==> config.mk <==
export PLATFORM = sky130hd
export DESIGN_NAME = load_cell_adc_reader_with_tare
export DESIGN_NICKNAME = d
export VERILOG_FILES = /design/src/rtl/core/lcr_pkg.sv /design/src/rtl/core/load_cell_adc_reader_with_tare.sv /design/src/rtl/core/lcr_div.sv /design/src/rtl/core/lcr_fifo.sv /design/src/rtl/core/lcr_front.sv /design/src/rtl/core/lcr_back.sv
export SDC_FILE = /design/constraint.sdc
export NUM_CORES = 1
export LEC_CHECK = 0
export ABC_AREA = 0
export CAP_MARGIN = 20
export CORE_MARGIN = 3
export CORE_UTILIZATION = 48
export DETAILED_ROUTE_END_ITERATION = 10
export DONT_BUFFER_PORTS = 1
export GPL_TIMING_DRIVEN = 0
export SETUP_SLACK_MARGIN = 0.1
export SLEW_MARGIN = 20
export SYNTH_ARGS = -nofsm -noshare
export SYNTH_HDL_FRONTEND = slang
export SYNTH_SLANG_ARGS = --single-unit
export TNS_END_PERCENT = 100
==> constraint.sdc <==
create_clock -name clk -period 8.4 [get_ports clk]
set_input_delay 0.84 -clock clk [delete_from_list [all_inputs] [get_ports clk]]
set_output_delay 0.84 -clock clk [all_outputs]
set_load 0.01 [all_outputs]
==> src/rtl/core/lcr_pkg.sv <==
package lcr_pkg;

  // converter word and derived widths
  localparam int ADC_BITS = 24;
  localparam int RAW_W    = 24;
  localparam int WIDE_W   = (ADC_BITS > RAW_W) ? ADC_BITS : RAW_W;
  localparam int DIFF_W   = WIDE_W + 1;
  localparam int NUM_W    = DIFF_W + 8;
  localparam int SAT_W    = NUM_W + 1;
  localparam int WEIGHT_W = 33;
  localparam int SUM_W    = ADC_BITS + 8;
  localparam int PCNT_W   = $clog2(ADC_BITS + 1);

  // shared divider
  localparam int DIV_W     = NUM_W;
  localparam int DVSR_W    = 24;
  localparam int DIV_CNT_W = $clog2(DIV_W);

  // configuration registers
  localparam int CFG_IDX_W  = 2;
  localparam int CFG_DATA_W = 24;
  localparam int CAL_W      = 24;
  localparam int TSAMP_W    = 8;
  localparam int GAIN_W     = 2;

  localparam logic [CFG_IDX_W-1:0] CFG_CAL_FACTOR   = 2'd0;
  localparam logic [CFG_IDX_W-1:0] CFG_TARE_SAMPLES = 2'd1;
  localparam logic [CFG_IDX_W-1:0] CFG_GAIN_PULSES  = 2'd2;

  localparam logic [CAL_W-1:0]   CAL_RESET   = 24'd1;
  localparam logic [TSAMP_W-1:0] TSAMP_RESET = 8'd10;
  localparam logic [GAIN_W-1:0]  GAIN_RESET  = 2'd1;

  // weight saturation limits
  localparam logic [33:0] Q33_POS_MAG = 34'h0_FFFF_FFFF;
  localparam logic [33:0] Q33_NEG_MAG = 34'h1_0000_0000;
  localparam logic [WEIGHT_W-1:0] WEIGHT_MAX = 33'h0_FFFF_FFFF;
  localparam logic [WEIGHT_W-1:0] WEIGHT_MIN = 33'h1_0000_0000;

  // front to back queue
  localparam int QDEPTH = 4;
  localparam int QPTR_W = $clog2(QDEPTH);

  typedef enum logic [1:0] {
    PH_IDLE,
    PH_SHIFT,
    PH_GAIN
  } phase_t;

  typedef enum logic [2:0] {
    BK_IDLE,
    BK_WSTART,
    BK_WDIV,
    BK_TSTART,
    BK_TDIV
  } bk_state_t;

  // one classified tick
  typedef struct packed {
    logic                sck;
    logic                sample;
    logic                req;
    logic [ADC_BITS-1:0] word;
  } lcr_rec_t;

  // low raw bits of a converter word, sign-extended
  function automatic logic signed [RAW_W-1:0] to_raw24(input logic [ADC_BITS-1:0] w);
    logic signed [WIDE_W-1:0] x;
    x = WIDE_W'(signed'(w));
    return x[RAW_W-1:0];
  endfunction

endpackage

==> src/rtl/core/load_cell_adc_reader_with_tare.sv <==
// channel   dir  handshake            payload
// cfg       in   cfg_valid/cfg_ready  cfg_index (2b), cfg_data (24b)
// in        in   in_valid/in_ready    req_type, dout_level
// out       out  out_valid/out_ready  sck_level, sample_valid, raw_count, weight_q8,
//                                     tare_busy, tare_done, tare_level
//
// one result item per tick; ticks that complete no reading stream at one per clock
// while out_ready stays high; a tick that completes a reading holds the back end while the
// shared divider retires one quotient bit per clock over the 33-bit weight numerator
// a reading that also closes a tare then runs a second divide for the tare average
// a 4-entry queue lets the front keep taking ticks while the back end divides
// sync reset clears control, tare state and config; no memory clearing pass
module load_cell_adc_reader_with_tare (
  input  logic                                clk,
  input  logic                                rst,
  // configuration writes, always accepted
  input  logic                                cfg_valid,
  output logic                                cfg_ready,
  input  logic [lcr_pkg::CFG_IDX_W-1:0]       cfg_index,
  input  logic [lcr_pkg::CFG_DATA_W-1:0]      cfg_data,
  // tick items
  input  logic                                in_valid,
  output logic                                in_ready,
  input  logic                                req_type,
  input  logic                                dout_level,
  // result items
  output logic                                out_valid,
  input  logic                                out_ready,
  output logic                                sck_level,
  output logic                                sample_valid,
  output logic signed [lcr_pkg::RAW_W-1:0]    raw_count,
  output logic signed [lcr_pkg::WEIGHT_W-1:0] weight_q8,
  output logic                                tare_busy,
  output logic                                tare_done,
  output logic signed [lcr_pkg::RAW_W-1:0]    tare_level
);
  import lcr_pkg::*;

  // config registers
  logic [CAL_W-1:0]   counts_per_unit;
  logic [TSAMP_W-1:0] tare_samples;
  logic [GAIN_W-1:0]  gain_pulses;

  // queue between front and back
  logic     push_valid, push_ready;
  lcr_rec_t push_data;
  logic     pop_valid, pop_ready;
  lcr_rec_t pop_data;

  assign cfg_ready = 1'b1;

  always_ff @(posedge clk) begin
    if (rst) begin
      counts_per_unit <= CAL_RESET;
      tare_samples    <= TSAMP_RESET;
      gain_pulses     <= GAIN_RESET;
    end else if (cfg_valid && cfg_ready) begin
      case (cfg_index)
        CFG_CAL_FACTOR:   counts_per_unit <= cfg_data[CAL_W-1:0];
        CFG_TARE_SAMPLES: tare_samples    <= cfg_data[TSAMP_W-1:0];
        CFG_GAIN_PULSES:  gain_pulses     <= cfg_data[GAIN_W-1:0];
        default: ;  // unused index, write dropped
      endcase
    end
  end

  // front: serial clock sequencer, classifies each tick
  lcr_front u_front (
    .clk         (clk),
    .rst         (rst),
    .in_valid    (in_valid),
    .in_ready    (in_ready),
    .req_type    (req_type),
    .dout_level  (dout_level),
    .gain_pulses (gain_pulses),
    .push_valid  (push_valid),
    .push_ready  (push_ready),
    .push_data   (push_data)
  );

  lcr_fifo u_fifo (
    .clk        (clk),
    .rst        (rst),
    .push_valid (push_valid),
    .push_ready (push_ready),
    .push_data  (push_data),
    .pop_valid  (pop_valid),
    .pop_ready  (pop_ready),
    .pop_data   (pop_data)
  );

  // back: weight divide, tare averaging, result register
  lcr_back u_back (
    .clk             (clk),
    .rst             (rst),
    .pop_valid       (pop_valid),
    .pop_ready       (pop_ready),
    .pop_data        (pop_data),
    .counts_per_unit (counts_per_unit),
    .tare_samples    (tare_samples),
    .out_valid       (out_valid),
    .out_ready       (out_ready),
    .sck_level       (sck_level),
    .sample_valid    (sample_valid),
    .raw_count       (raw_count),
    .weight_q8       (weight_q8),
    .tare_busy       (tare_busy),
    .tare_done       (tare_done),
    .tare_level      (tare_level)
  );

endmodule

==> src/rtl/core/lcr_div.sv <==
module lcr_div (
  input  logic                         clk,
  input  logic                         rst,
  input  logic                         start,
  input  logic [lcr_pkg::DIV_W-1:0]    dividend,
  input  logic [lcr_pkg::DVSR_W-1:0]   divisor,
  output logic                         done,
  output logic [lcr_pkg::DIV_W-1:0]    quotient
);
  import lcr_pkg::*;

  logic                 busy;
  logic [DIV_CNT_W-1:0] count;
  logic [DVSR_W-1:0]    rem;
  logic [DVSR_W-1:0]    dvsr;
  logic [DIV_W-1:0]     work;
  logic [DVSR_W:0]      rem_shift;
  logic [DVSR_W:0]      diff;
  logic                 fits;

  // one restoring step per cycle
  always_comb begin
    rem_shift = {rem, work[DIV_W-1]};
    diff      = rem_shift - {1'b0, dvsr};
    fits      = !diff[DVSR_W];
  end

  assign quotient = work;

  always_ff @(posedge clk) begin
    if (rst) begin
      busy  <= 1'b0;
      done  <= 1'b0;
      count <= '0;
    end else begin
      done <= 1'b0;
      if (start) begin
        busy  <= 1'b1;
        count <= '0;
      end else if (busy) begin
        count <= count + DIV_CNT_W'(1);
        if (count == DIV_CNT_W'(DIV_W - 1)) begin
          busy <= 1'b0;
          done <= 1'b1;
        end
      end
    end
  end

  always_ff @(posedge clk) begin
    if (start) begin
      work <= dividend;
      rem  <= '0;
      dvsr <= divisor;
    end else if (busy) begin
      rem  <= fits ? diff[DVSR_W-1:0] : rem_shift[DVSR_W-1:0];
      work <= {work[DIV_W-2:0], fits};
    end
  end

endmodule

==> src/rtl/core/lcr_fifo.sv <==
module lcr_fifo (
  input  logic              clk,
  input  logic              rst,
  input  logic              push_valid,
  output logic              push_ready,
  input  lcr_pkg::lcr_rec_t push_data,
  output logic              pop_valid,
  input  logic              pop_ready,
  output lcr_pkg::lcr_rec_t pop_data
);
  import lcr_pkg::*;

  lcr_rec_t          slots [QDEPTH];
  logic [QPTR_W-1:0] wr_ptr;
  logic [QPTR_W-1:0] rd_ptr;
  logic [QPTR_W:0]   count;
  logic              do_push;
  logic              do_pop;

  assign push_ready = (count != (QPTR_W + 1)'(QDEPTH));
  assign pop_valid  = (count != '0);
  assign pop_data   = slots[rd_ptr];
  assign do_push    = push_valid && push_ready;
  assign do_pop     = pop_valid && pop_ready;

  always_ff @(posedge clk) begin
    if (rst) begin
      wr_ptr <= '0;
      rd_ptr <= '0;
      count  <= '0;
    end else begin
      if (do_push) wr_ptr <= wr_ptr + QPTR_W'(1);
      if (do_pop) rd_ptr <= rd_ptr + QPTR_W'(1);
      case ({do_push, do_pop})
        2'b10:   count <= count + (QPTR_W + 1)'(1);
        2'b01:   count <= count - (QPTR_W + 1)'(1);
        default: count <= count;
      endcase
    end
  end

  always_ff @(posedge clk) begin
    if (do_push) slots[wr_ptr] <= push_data;
  end

endmodule

==> src/rtl/core/lcr_front.sv <==
module lcr_front (
  input  logic                         clk,
  input  logic                         rst,
  input  logic                         in_valid,
  output logic                         in_ready,
  input  logic                         req_type,
  input  logic                         dout_level,
  input  logic [lcr_pkg::GAIN_W-1:0]   gain_pulses,
  output logic                         push_valid,
  input  logic                         push_ready,
  output lcr_pkg::lcr_rec_t            push_data
);
  import lcr_pkg::*;

  phase_t              phase, phase_next;
  logic                clock_high, clock_high_next;
  logic [PCNT_W-1:0]   pulse_count, pulse_count_next, pulse_inc;
  logic [ADC_BITS-1:0] shift_word, shift_word_next;
  logic [GAIN_W-1:0]   gain_need;
  logic                take;

  assign in_ready   = push_ready;
  assign push_valid = in_valid;
  assign take       = in_valid && push_ready;

  always_comb begin
    gain_need        = (gain_pulses == '0) ? GAIN_W'(1) : gain_pulses;
    pulse_inc        = pulse_count + PCNT_W'(1);
    phase_next       = phase;
    clock_high_next  = clock_high;
    pulse_count_next = pulse_count;
    shift_word_next  = shift_word;
    push_data.sck    = 1'b0;
    push_data.sample = 1'b0;
    push_data.req    = req_type;
    push_data.word   = shift_word;
    case (phase)
      PH_IDLE: begin
        if (!dout_level) begin
          phase_next       = PH_SHIFT;
          clock_high_next  = 1'b0;
          pulse_count_next = '0;
          shift_word_next  = '0;
        end
      end
      PH_SHIFT, PH_GAIN: begin
        if (!clock_high) begin
          push_data.sck   = 1'b1;
          clock_high_next = 1'b1;
        end else begin
          clock_high_next  = 1'b0;
          pulse_count_next = pulse_inc;
          if (phase == PH_SHIFT) begin
            shift_word_next = {shift_word[ADC_BITS-2:0], dout_level};
            if (pulse_inc >= PCNT_W'(ADC_BITS)) begin
              phase_next       = PH_GAIN;
              pulse_count_next = '0;
            end
          end else if (pulse_inc >= PCNT_W'(gain_need)) begin
            push_data.sample = 1'b1;
            phase_next       = PH_IDLE;
            pulse_count_next = '0;
          end
        end
      end
      default: phase_next = PH_IDLE;
    endcase
  end

  always_ff @(posedge clk) begin
    if (rst) begin
      phase       <= PH_IDLE;
      clock_high  <= 1'b0;
      pulse_count <= '0;
    end else if (take) begin
      phase       <= phase_next;
      clock_high  <= clock_high_next;
      pulse_count <= pulse_count_next;
    end
  end

  always_ff @(posedge clk) begin
    if (take) shift_word <= shift_word_next;
  end

endmodule

==> src/rtl/core/lcr_back.sv <==
module lcr_back (
  input  logic                                clk,
  input  logic                                rst,
  input  logic                                pop_valid,
  output logic                                pop_ready,
  input  lcr_pkg::lcr_rec_t                   pop_data,
  input  logic [lcr_pkg::CAL_W-1:0]           counts_per_unit,
  input  logic [lcr_pkg::TSAMP_W-1:0]         tare_samples,
  output logic                                out_valid,
  input  logic                                out_ready,
  output logic                                sck_level,
  output logic                                sample_valid,
  output logic signed [lcr_pkg::RAW_W-1:0]    raw_count,
  output logic signed [lcr_pkg::WEIGHT_W-1:0] weight_q8,
  output logic                                tare_busy,
  output logic                                tare_done,
  output logic signed [lcr_pkg::RAW_W-1:0]    tare_level
);
  import lcr_pkg::*;

  bk_state_t                state, state_next;
  lcr_rec_t                 cur;
  logic signed [DIFF_W-1:0] diff;
  logic signed [RAW_W-1:0]  tare_value;
  logic signed [SUM_W-1:0]  tare_sum;
  logic [TSAMP_W-1:0]       tare_taken;
  logic                     tare_active;
  logic [WEIGHT_W-1:0]      weight_hold;
  logic                     quot_neg;

  logic                     div_start, div_done;
  logic [DIV_W-1:0]         div_dividend, div_quot;
  logic [DVSR_W-1:0]        div_divisor;

  logic                     out_free, take;
  logic                     fin, fin_sample, fin_tare, fin_req, fin_sck;
  logic                     act_mid, acc, acc_done;
  logic signed [NUM_W-1:0]  num;
  logic [NUM_W-1:0]         num_mag;
  logic [SUM_W-1:0]         sum_mag;
  logic [SAT_W-1:0]         qx, qx_neg;
  logic [WEIGHT_W-1:0]      weight_sat, fin_weight;
  logic signed [SUM_W-1:0]  sum_new;
  logic [TSAMP_W-1:0]       taken_new, n_eff;
  logic [DIV_W-1:0]         avg_neg;
  logic signed [RAW_W-1:0]  tare_new;

  lcr_div u_div (
    .clk      (clk),
    .rst      (rst),
    .start    (div_start),
    .dividend (div_dividend),
    .divisor  (div_divisor),
    .done     (div_done),
    .quotient (div_quot)
  );

  // datapath around the divider
  always_comb begin
    out_free  = !out_valid || out_ready;
    n_eff     = (tare_samples == '0) ? TSAMP_W'(1) : tare_samples;
    num       = {diff, 8'b0};
    num_mag   = num[NUM_W-1] ? (~num + NUM_W'(1)) : num;
    sum_mag   = tare_sum[SUM_W-1] ? (~tare_sum + SUM_W'(1)) : tare_sum;
    qx        = SAT_W'(div_quot);
    qx_neg    = ~qx + SAT_W'(1);
    if (!quot_neg && (qx > SAT_W'(Q33_POS_MAG))) begin
      weight_sat = WEIGHT_MAX;
    end else if (quot_neg && (qx > SAT_W'(Q33_NEG_MAG))) begin
      weight_sat = WEIGHT_MIN;
    end else begin
      weight_sat = quot_neg ? qx_neg[WEIGHT_W-1:0] : qx[WEIGHT_W-1:0];
    end
    sum_new   = tare_sum + SUM_W'(signed'(cur.word));
    taken_new = tare_taken + TSAMP_W'(1);
    avg_neg   = ~div_quot + DIV_W'(1);
    tare_new  = quot_neg ? avg_neg[RAW_W-1:0] : div_quot[RAW_W-1:0];
  end

  always_ff @(posedge clk) begin
    if (rst) state <= BK_IDLE;
    else state <= state_next;
  end

  always_comb begin
    state_next   = state;
    pop_ready    = 1'b0;
    div_start    = 1'b0;
    div_dividend = DIV_W'(num_mag);
    div_divisor  = (counts_per_unit == '0) ? DVSR_W'(1) : DVSR_W'(counts_per_unit);
    fin          = 1'b0;
    fin_sample   = 1'b0;
    fin_tare     = 1'b0;
    fin_weight   = weight_sat;
    fin_req      = cur.req;
    fin_sck      = cur.sck;
    act_mid      = tare_active;
    acc          = 1'b0;
    acc_done     = 1'b0;
    case (state)
      BK_IDLE: begin
        pop_ready = out_free;
        fin_req   = pop_data.req;
        fin_sck   = pop_data.sck;
        if (pop_valid && out_free) begin
          if (pop_data.sample) state_next = BK_WSTART;
          else fin = 1'b1;
        end
      end
      BK_WSTART: begin
        div_start  = 1'b1;
        state_next = BK_WDIV;
      end
      BK_WDIV: begin
        if (div_done) begin
          if (tare_active && (taken_new >= n_eff)) begin
            acc_done   = 1'b1;
            state_next = BK_TSTART;
          end else begin
            acc        = tare_active;
            fin        = 1'b1;
            fin_sample = 1'b1;
            state_next = BK_IDLE;
          end
        end
      end
      BK_TSTART: begin
        div_start    = 1'b1;
        div_dividend = DIV_W'(sum_mag);
        div_divisor  = DVSR_W'(n_eff);
        state_next   = BK_TDIV;
      end
      BK_TDIV: begin
        if (div_done) begin
          fin        = 1'b1;
          fin_sample = 1'b1;
          fin_tare   = 1'b1;
          fin_weight = weight_hold;
          act_mid    = 1'b0;
          state_next = BK_IDLE;
        end
      end
      default: state_next = BK_IDLE;
    endcase
  end

  assign take = pop_valid && pop_ready;

  // tare state and output handshake
  always_ff @(posedge clk) begin
    if (rst) begin
      tare_value  <= '0;
      tare_sum    <= '0;
      tare_taken  <= '0;
      tare_active <= 1'b0;
      out_valid   <= 1'b0;
    end else begin
      if (out_valid && out_ready) out_valid <= 1'b0;
      if (acc) begin
        tare_sum   <= sum_new;
        tare_taken <= taken_new;
      end
      if (acc_done) tare_sum <= sum_new;
      if (fin) begin
        out_valid <= 1'b1;
        if (fin_tare) tare_value <= tare_new;
        if (fin_req && !act_mid) begin
          tare_active <= 1'b1;
          tare_sum    <= '0;
          tare_taken  <= '0;
        end else begin
          tare_active <= act_mid;
        end
      end
    end
  end

  always_ff @(posedge clk) begin
    if (take) begin
      cur  <= pop_data;
      diff <= DIFF_W'(signed'(pop_data.word)) - DIFF_W'(tare_value);
    end
    if (state == BK_WSTART) quot_neg <= num[NUM_W-1];
    if (state == BK_TSTART) quot_neg <= tare_sum[SUM_W-1];
    if (acc_done) weight_hold <= weight_sat;
    if (fin) begin
      sck_level    <= fin_sck;
      sample_valid <= fin_sample;
      raw_count    <= fin_sample ? to_raw24(cur.word) : '0;
      weight_q8    <= fin_sample ? fin_weight : '0;
      tare_busy    <= act_mid || fin_req;
      tare_done    <= fin_tare;
      tare_level   <= fin_tare ? tare_new : tare_value;
    end
  end

  a_div_done_state: assert property (@(posedge clk) disable iff (rst)
    div_done |-> (state == BK_WDIV || state == BK_TDIV))
    else $error("divider finished outside a divide state");

  a_out_not_overwritten: assert property (@(posedge clk) disable iff (rst)
    out_valid && !out_ready |=> out_valid && $stable(weight_q8) && $stable(tare_level))
    else $error("pending result changed before it was taken");

  a_tare_with_reading: assert property (@(posedge clk) disable iff (rst)
    out_valid && tare_done |-> sample_valid)
    else $error("tare stored without a completed reading");

endmodule

==> results of run 1 <==
-- worst max path at each step --
stage                               endpoint  slack (ns)  cells after the start
after floorplan           u_back.tare_active        3.62                      8
after global placement    u_back.tare_active        1.72                      8
after detailed placement     u_back.diff[22]        3.03                     13
after CTS                    u_back.diff[22]        3.00                     13
after global routing         u_back.diff[22]        2.73                     13
final                        u_back.diff[22]        3.17                     13
-- cell families (layout without fill, tap and decap cells) --
| logic type | Yosys count | count (layout) | synth area share, % |
|---|---|---|---|
| other cells | 1 | 2 | 0.0147 |
| flops | 511 | 511 | 54.1 |
| compound gates | 557 | 557 | 13.5 |
| fa+ha+maj | 110 | 110 | 5.51 |
| simple gates | 733 | 733 | 14.1 |
| mux | 72 | 72 | 4.16 |
| buf+inv | 216 | 325 | 3.21 |
| xor+xnor | 156 | 156 | 5.35 |
-- per-layer routing --
layer	track usage [%]	part of all wire, %
met1	30.7	47
met2	36.3	47
met3	2.73	4.0
met4	6.27	2.5
met5	0	0
-- flip-flops by register name, summed over array words and instances, names as in the netlist, 8 cells and up, named ones only --
signal / count
u_back.u_div.rem: 24
u_back.weight_q8: 33
u_back.tare_level: 24
u_back.u_div.quotient: 33
u_back.tare_sum: 32
u_back.diff: 25
u_front.shift_word: 24
u_fifo.slots: 108
u_back.tare_value: 24
u_back.tare_taken: 8
tare_samples: 8
u_back.weight_hold: 33
u_back.u_div.dvsr: 24
u_back.raw_count: 24
counts_per_unit: 24
u_back.cur: 26
-- per-stage QoR --
step                instance area [um^2]  utilization (%)
floorplan                          25500                -
global placement                   26400             50.7
detailed placement                 26700             51.2
CTS                                28400             54.5
global route                       28400             54.5
finish                             28400             54.6
-- layout make-up --
class | count | area, um^2
fill | 4440 | 23600
sequential | 511 | 13800
multi-input combinational | 1629 | 10900
clock buffer | 65 | 1420
tap | 680 | 851
buffer | 109 | 420
inverter | 107 | 402
clock inverter | 33 | 307
timing repair buffer | 11 | 218
antenna | 1 | 2.50
-- power groups by stage --
| stage | combinational, W | sequential, W | clock, W |
|---|---|---|---|
| floorplan | 0.00235 | 0.00394 | 0 |
| global placement | 0.00305 | 0.00412 | 0 |
| detailed placement | 0.00321 | 0.00409 | 0 |
| CTS | 0.00322 | 0.00405 | 0.00240 |
| global route | 0.00359 | 0.00410 | 0.00250 |
| finish | 0.00321 | 0.00404 | 0.00234 |
-- cell usage in the layout, fill, tap and decap left out, types with 25 or more instances in the layout --
cell type / Yosys / layout
edfxtp_1: 359 / 359
nand2_1: 250 / 250
a21oi_1: 180 / 180
o21ai_0: 165 / 165
nor2_1: 155 / 152
dfxtp_1: 152 / 152
inv_1: 107 / 106
ha_1: 106 / 106
clkbuf_1: 94 / 101
xnor2_1: 81 / 81
xor2_1: 75 / 75
and2_1: 71 / 71
clkbuf_16: 0 / 54
nor2b_1: 45 / 45
mux2i_1: 41 / 41
a22o_1: 36 / 36
a21o_1: 31 / 31
nand3_1: 31 / 31
nand2b_1: 27 / 27
mux4_2: 27 / 27
o31ai_1: 25 / 25
nor3_1: 25 / 25
or3_1: 25 / 25
==> impl_metrics.tcl, run 1 <==
set metrics [dict create \
    outcome "complete, no violations" \
    p_switching_w 0.00345 \
    drive_gt1_share_pct 6.69 \
    fp.dieH_um 237 \
    hold_ws_ns 0.353 \
    p_leak_nw 10.5 \
    wire_per_inst_um 19.9 \
    synthTopCellsByArea "edfxtp_1 (42%), dfxtp_1 (12%), ha_1 (5.2%)" \
    finalSetupViolCount 0 \
    netSwitchingFraction_pct 36.0 \
    intPower_w 0.00614 \
    cts_inserted_buffers 53 \
    r2r_slack_ns 3.17 \
    track_usage_pct 22.0 \
    max_freq_ghz 0.191 \
    start_kind "flip-flop" \
    power_density_mw_per_mm2 338 \
    max-vdd-ir-drop_mv 0.282 \
    period_minus_slack_ns 5.23 \
    synth.distinct_cells 79 \
    core-area_mm2 0.0520 \
    grt_start_max_net_pins 59 \
    synth_top_area_cell "edfxtp_1" \
    io_pins 121 \
    post-cts-setup-buffers 0 \
    worst_hold_path_type "primary input to flip-flop" \
    seq_area_frac_synth_pct 54.1 \
    grt_pass1_wl_mm 97.5 \
    finalCritPeriodShare_pct 62.3 \
    cp_slowest_stage_delay_ns 0.72 \
    ctsHoldBuffers 0 \
    cts.sinks 511 \
    synthArstFlopShare_pct 0 \
    finalHoldViolations 0 \
    total_power_w 0.00959 \
    synth_edf_count 359 \
    synth_area_per_cell_um2 10.8 \
    portBuffers 0 \
    synthCells 2356 \
    min_to "u_fifo.slots[1][24]" \
    die_w_um 237 \
    grt_pass1_vias 17300 \
    htree_num_levels 2 \
    netlist_area_mm2 0.0255 \
    dp_cells 3047 \
    critPathRequiredTime_ns 8.71 \
    pre_cts_slack_ns 3.03 \
    cts_root_buf "clkbuf_16" \
    crit_top_cell "clkbuf_1" \
    place_congestion 0.896 \
    yosysWarnings 0 \
    cts.repair.resized 0 \
    antenna_found_initial 1 \
    arrival_ns 5.55 \
    maxSlewViolCount 0 \
    rows 83 \
    first_iter_violations 1148 \
    grt-ovfl-total 0 \
    setup_tns_ns 0 \
    endpoint_kind "flip-flop" \
    finalWirelength_mm 62.6 \
    vias 17700 \
    syn_nets 2499 \
    path_class "flip-flop to flip-flop" \
    vias_per_cell 5.63 \
    finalNonFillerCells 3146 \
    clk_transition_reported_paths_ns 0.06 \
    clockPowerShare_pct 24.4 \
    die_area_mm2 0.0560 \
    cts_tree "yes" \
    cpLargestDelayFamily "compound AO/OA/AOI/OAI gates" \
    slowest_stage "clkbuf_1" \
    route.detailed.drc 0 \
    start_util_pct 49.1 \
    skew_ns 0.0287 \
    dp_hpwl_mm 47.6 \
    hold_depth 0 \
    cts.path.max_buffers 3 \
    clk_latency_ns 0.60 \
    synth_ff_type "edfxtp_1" \
    crit_chain "clkbuf_1 > clkbuf_1 > mux4_2 > ha_1 > nor2b_1 > o21ai_0 > a21boi_0 > o21a_1 > o211ai_1 > o31ai_1 > a41o_1 > mux2i_1 > o2111ai_1" \
    layout.nets 2565 \
    sequentialPowerShare_pct 42.1 \
    syn2layout_area_growth_pct 11.1 \
    worstMarginPinSlew_ns 0.924 \
    cp_max_fo 10 \
    r2r_end "u_back.diff[22]" \
    ff2ff_path_depth 13 \
    share_comb_of_total_power_pct 33.5 \
    hold_start "req_type" \
    grt_setup_unrepaired "false" \
    drtPass1Iterations 5 \
    ys_ff_latch 511 \
    relSlewSlack_pct 37.6 \
    synth_top_area_share_pct 42.2 \
    yosysMostFrequentCell "edfxtp_1" \
    final_antenna_net_count 0 \
    setup_slack_ns 3.17 \
    yosys-top-cells-count "edfxtp_1 (359), nand2_1 (250), a21oi_1 (180)" \
    maxCapViolCount 0 \
    path_buf_inv 2 \
]
No activity file was read; power rests on OpenSTA's default activity.
==> run 2, diff against run 1 <==
--- a/config.mk
+++ b/config.mk
@@ -12,6 +12,7 @@
 export DETAILED_ROUTE_END_ITERATION = 10
 export DONT_BUFFER_PORTS = 1
 export GPL_TIMING_DRIVEN = 0
+export PLACE_DENSITY = 0.65
 export SETUP_SLACK_MARGIN = 0.1
 export SLEW_MARGIN = 20
 export SYNTH_ARGS = -nofsm -noshare
==> constraint.sdc (replaced) <==
create_clock -name clk -period 4.4 [get_ports clk]
set_input_delay 0.44 -clock clk [delete_from_list [all_inputs] [get_ports clk]]
set_output_delay 0.44 -clock clk [all_outputs]
set_load 0.01 [all_outputs]
==> run 2 against run 1 <==
  * Die area unchanged
  * Sequential power increased by 91%
  * Final cell count rose by 0.60%
  * Routed wire length shrank 1.9%
  * Maximum frequency up 27%
  * Core utilization up 0.60 points
  * First-iteration DRC count increased by 37%
  * Via count increased by 1.3%
  * Register-to-register slack got worse by 2.9 ns
  * Largest power group unchanged
  * Highest routed layer unchanged
==> impl_metrics.tcl, run 2 (synthesis gave the netlist of run 1 again) <==
set metrics [dict create \
    die_w_um 237 \
    max_freq_ghz 0.243 \
    power_density_mw_per_mm2 645 \
    dp_hpwl_mm 45.5 \
    final_cell_mix "edfxtp_1 (359), nand2_1 (250), a21oi_1 (180)" \
    place_congestion 0.915 \
    grt_setup_unrepaired "true" \
    netSwitchingFraction_pct 35.5 \
    setup_tns_ns 0 \
    grt_pass1_vias 17500 \
    outcome "complete, no violations" \
    maxSlewViolCount 0 \
    cts.sinks 511 \
    final_antenna_net_count 0 \
    critPathRequiredTime_ns 4.87 \
    grt.busiest_layer "met2" \
    rows 83 \
    clockPowerShare_pct 25.5 \
    path_class "flip-flop to flip-flop" \
    utilization_pct 55.1 \
    total_power_w 0.0185 \
    grt_pass1_wl_mm 96.0 \
    portBuffers 0 \
    drtPass1Iterations 6 \
    cts_inserted_buffers 52 \
    die_area_mm2 0.0560 \
    relSlewSlack_pct 34.3 \
    globalRouteMet2Util_pct 35.0 \
    core-area_mm2 0.0520 \
    largest_reg_flops 108 \
    finalCritPeriodShare_pct 93.3 \
    cts.path.max_buffers 3 \
    clk_transition_reported_paths_ns 0.06 \
    fp.dieH_um 237 \
    cp_slowest_stage_delay_ns 0.59 \
    arrival_ns 4.58 \
    pre_cts_slack_ns -0.745 \
    worstMarginPinSlew_ns 0.973 \
    max-vdd-ir-drop_mv 0.348 \
    setup_slack_ns 0.293 \
    track_usage_pct 21.5 \
    wire_per_inst_um 19.4 \
    syn2layout_area_growth_pct 12.3 \
    post-cts-setup-buffers 0 \
    n_antenna_cell 0 \
    start_kind "flip-flop" \
    finalWirelength_mm 61.4 \
    intPower_w 0.0119 \
    worst_hold_path_type "primary input to flip-flop" \
    finalHoldViolations 0 \
    layout.nets 2584 \
    grt_start_max_net_pins 59 \
    clk_latency_ns 0.62 \
    drive_gt1_share_pct 7.12 \
    final_common_cell "edfxtp_1" \
    p_switching_w 0.00657 \
    crit_chain "or4_4 > nor4b_4 > nand2b_2 > or3_4 > or3_1 > buf_2 > or3_2 > ha_1 > nand2b_1 > o311ai_1 > a22o_1" \
    route.detailed.drc 0 \
    design_area_mm2 0.0287 \
    use_met3_pct 3.40 \
    finalSetupViolCount 0 \
    sequentialPowerShare_pct 41.7 \
    io_pins 121 \
    share_comb_of_total_power_pct 32.8 \
    place_area_mm2 0.0266 \
    vias_per_cell 5.67 \
    endpoint_kind "flip-flop" \
    antenna_found_initial 0 \
    maxCapViolCount 0 \
    first_iter_violations 1570 \
    largest_register "u_fifo.slots" \
    slowest_stage "or4_4" \
    p_leak_nw 10.7 \
    start_util_pct 49.1 \
    cts_tree "yes" \
    period_minus_slack_ns 4.11 \
    grtUsageMet1_pct 29.2 \
    skew_ns 0.0230 \
    cts_root_buf "clkbuf_16" \
    vias 18000 \
    grt-ovfl-total 0 \
    cp_max_fo 8 \
    htree_num_levels 2 \
]
run 2: what timing repair did:
item | in CTS | in global routing
hold buffers | 25 | 0
hold endpoints to repair | 38 | 0
gates resized for setup | 8 | 8
pin swaps | 0 | 1
setup endpoints to repair | 14 | 30
run 2: power groups by stage:
stage / combinational (W) / sequential [W] / clock (W)
3_5_place_dp: 0.00600 / 0.00782 / 0
6_report: 0.00607 / 0.00772 / 0.00471
3_3_place_gp: 0.00572 / 0.00785 / 0
4_1_cts: 0.00605 / 0.00774 / 0.00480
2_1_floorplan: 0.00449 / 0.00751 / 0
5_1_grt: 0.00676 / 0.00785 / 0.00499
run 2: final timing paths:
kind,start,end,slack [ns],cells after the start
max reg2reg,u_back.u_div.quotient[12],u_back.weight_q8[27],0.29,11
min,dout_level,u_front.shift_word[0],0.04,1
min reg2reg,counts_per_unit[9],counts_per_unit[9],0.47,2
max,u_back.u_div.quotient[12],u_back.weight_q8[27],0.29,11
run 2: critical path, delay by kind of cell, from the launching register on:
family	cells	cell delay, ns
fa+ha+maj	1	0.21
simple gates	7	2.43
flops	1	0.49
buf+inv	1	0.16
compound gates	2	0.67
run 2: cell type report:
type                       instances  area (um^2)
multi-input combinational       1629        11000
sequential                       511        13800
clock buffer                      82         1640
timing repair buffer              32          380
tap                              680          851
inverter                         107          402
clock inverter                    16          218
fill                            4353        23300
buffer                           108          430
run 2: layer usage:
layer  routed length, um  vias up  share of wire [%]
met5                   0        -                  0
met4                2120        0                3.4
met3                3180      112                5.2
met2               28300      513                 46
met1               27800     8585                 45
li1                    -     8741                  -
run 2: through the flow:
stage / hold slack [ns] / cells
2_1_floorplan: 0.440 / 2356
3_3_place_gp: 0.458 / 3036
3_5_place_dp: 0.460 / 3043
4_1_cts: 0.00273 / 3165
5_1_grt: 0.0193 / 3165
6_report: 0.0386 / 3165
==> run 3, diff against run 2 <==
--- a/config.mk
+++ b/config.mk
@@ -8,12 +8,12 @@
 export ABC_AREA = 0
 export CAP_MARGIN = 20
 export CORE_MARGIN = 3
-export CORE_UTILIZATION = 48
+export CORE_UTILIZATION = 40
 export DETAILED_ROUTE_END_ITERATION = 10
 export DONT_BUFFER_PORTS = 1
 export GPL_TIMING_DRIVEN = 0
-export PLACE_DENSITY = 0.65
 export SETUP_SLACK_MARGIN = 0.1
+export SKIP_CTS_REPAIR_TIMING = 1
 export SLEW_MARGIN = 20
 export SYNTH_ARGS = -nofsm -noshare
 export SYNTH_HDL_FRONTEND = slang
==> run 3 against run 2 <==
  * Core utilization shrank 9.3 points
  * Maximum frequency decreased by 0.66%
  * Routed wire length increased by 2.9%
  * Die area up 19%
  * Highest routed layer unchanged
  * The flow now finishes with violations (hold timing)
  * Sequential cell count is the same
  * Critical path type unchanged
==> impl_metrics.tcl, run 3 (synthesis gave the netlist of run 1 again) <==
set metrics [dict create \
    p_leak_nw 10.7 \
    clk_latency_ns 0.62 \
    htree_num_levels 2 \
    worstMarginPinSlew_ns 0.881 \
    clk_transition_reported_paths_ns 0.06 \
    multi_input_area_mm2 0.0110 \
    grt-ovfl-total 0 \
    drive_gt1_share_pct 7.07 \
    cp_max_fo 10 \
    critPathRequiredTime_ns 4.75 \
    maxSlewViolCount 0 \
    core-area_mm2 0.0631 \
    grt_pass1_wl_mm 98.6 \
    finalNonFillerCells 3337 \
    portBuffers 0 \
    slowest_stage "dfxtp_1" \
    cts_tree "yes" \
    largest_reg_flops 108 \
    seq_area_mm2 0.0138 \
    violations "hold timing" \
    relSlewSlack_pct 41.1 \
    die_w_um 259 \
    setup_tns_ns 0 \
    vias_per_cell 5.36 \
    power_density_mw_per_mm2 636 \
    worst_hold_path_type "primary input to flip-flop" \
    outcome "finished with violations" \
    skew_ns 0.0314 \
    start_util_pct 40.5 \
    syn2layout_area_growth_pct 13.3 \
    finalCritPeriodShare_pct 94.0 \
    final_cell_mix "edfxtp_1 (359), nand2_1 (250), a21oi_1 (180)" \
    grt_pass1_vias 17500 \
    max_freq_ghz 0.242 \
    cts_inserted_buffers 54 \
    start_kind "flip-flop" \
    maxCapViolCount 0 \
    n_antenna_cell 0 \
    period_minus_slack_ns 4.13 \
    die_area_mm2 0.0669 \
    max-vdd-ir-drop_mv 0.329 \
    drtPass1Iterations 5 \
    cp_slowest_stage_delay_ns 0.66 \
    endpoint_kind "flip-flop" \
    finalHoldViolations 2 \
    vias 17900 \
    final_antenna_net_count 0 \
    cts_root_buf "clkbuf_16" \
    fillers 5840 \
    grt_start_max_net_pins 59 \
    arrival_ns 4.48 \
    first_iter_violations 1324 \
    io_pins 121 \
    route.detailed.drc 0 \
    track_usage_pct 18.7 \
    dp_cells 3213 \
    dp_hpwl_mm 47.8 \
    finalSetupViolCount 0 \
    largest_register "u_fifo.slots" \
    wire_per_inst_um 18.9 \
    place_congestion 0.918 \
    finalWirelength_mm 63.2 \
    layout.nets 2589 \
    fp.dieH_um 259 \
    crit_chain "clkbuf_2 > mux4_2 > ha_1 > nor2b_1 > o21ai_0 > a21boi_0 > o21a_1 > o211ai_1 > o31ai_4 > a41o_1 > mux2i_1 > o2111ai_1" \
    final_common_cell "edfxtp_1" \
    antenna_found_initial 0 \
    grt_setup_unrepaired "true" \
    hold_ws_ns -0.00529 \
    cts.sinks 511 \
    rows 92 \
    path_class "flip-flop to flip-flop" \
    utilization_pct 45.9 \
    cts.path.max_buffers 3 \
]
==> run 3: metal layers <==
metal / wire length, um / global-route usage (%)
met4: 1540 / 5.98
met2: 30800 / 32.0
met5: 0 / 0
met3: 2140 / 2.23
met1: 28800 / 24.7
==> run 3: worst paths after layout <==
path                      startpoint            endpoint  slack, ns  cells after the start
hold / removal           cfg_data[1]      gain_pulses[1]     -0.005                      2
hold reg to reg   counts_per_unit[8]  counts_per_unit[8]       0.47                      2
setup / recovery           flip-flop     u_back.diff[22]       0.27                     12
setup reg to reg           flip-flop     u_back.diff[22]       0.27                     12
==> run 3: area by class of cell <==
type	count	area share (%)
clock inverters	32	1.04
plain buffers	108	1.49
inverters	107	1.39
multi-input cells	1629	37.9
flip-flops and latches	511	47.8
clock buffers	69	5.22
repair buffers	35	1.56
well taps	846	3.66
==> run 3: worst max-delay path: cells and delay by family (launching register included) <==
kind,cells,cell delay (ns)
compound gates,7,1.68
fa+ha+maj,1,0.37
buf+inv,1,0.40
flops,1,0.66
mux,2,0.62
simple gates,1,0.14
==> run 3: where the power goes <==
part	leakage, nW	switching (W)	internal, W
sequential	4.60	0.000918	0.00678
clock	0.871	0.00193	0.00262
combinational	5.21	0.00380	0.00236
==> run 3: stage by stage <==
stage	area (um^2)	hold WS, ns	power [W]	worst slack (ns)
2_1_floorplan	25500	0.440	0.0120	0.272
3_3_place_gp	26600	0.463	0.0137	-1.40
3_5_place_dp	26900	0.461	0.0139	-0.862
4_1_cts	28700	-0.0995	0.0185	-0.854
5_1_grt	28900	0.00220	0.0196	0.00753
6_report	28900	-0.00529	0.0184	0.266
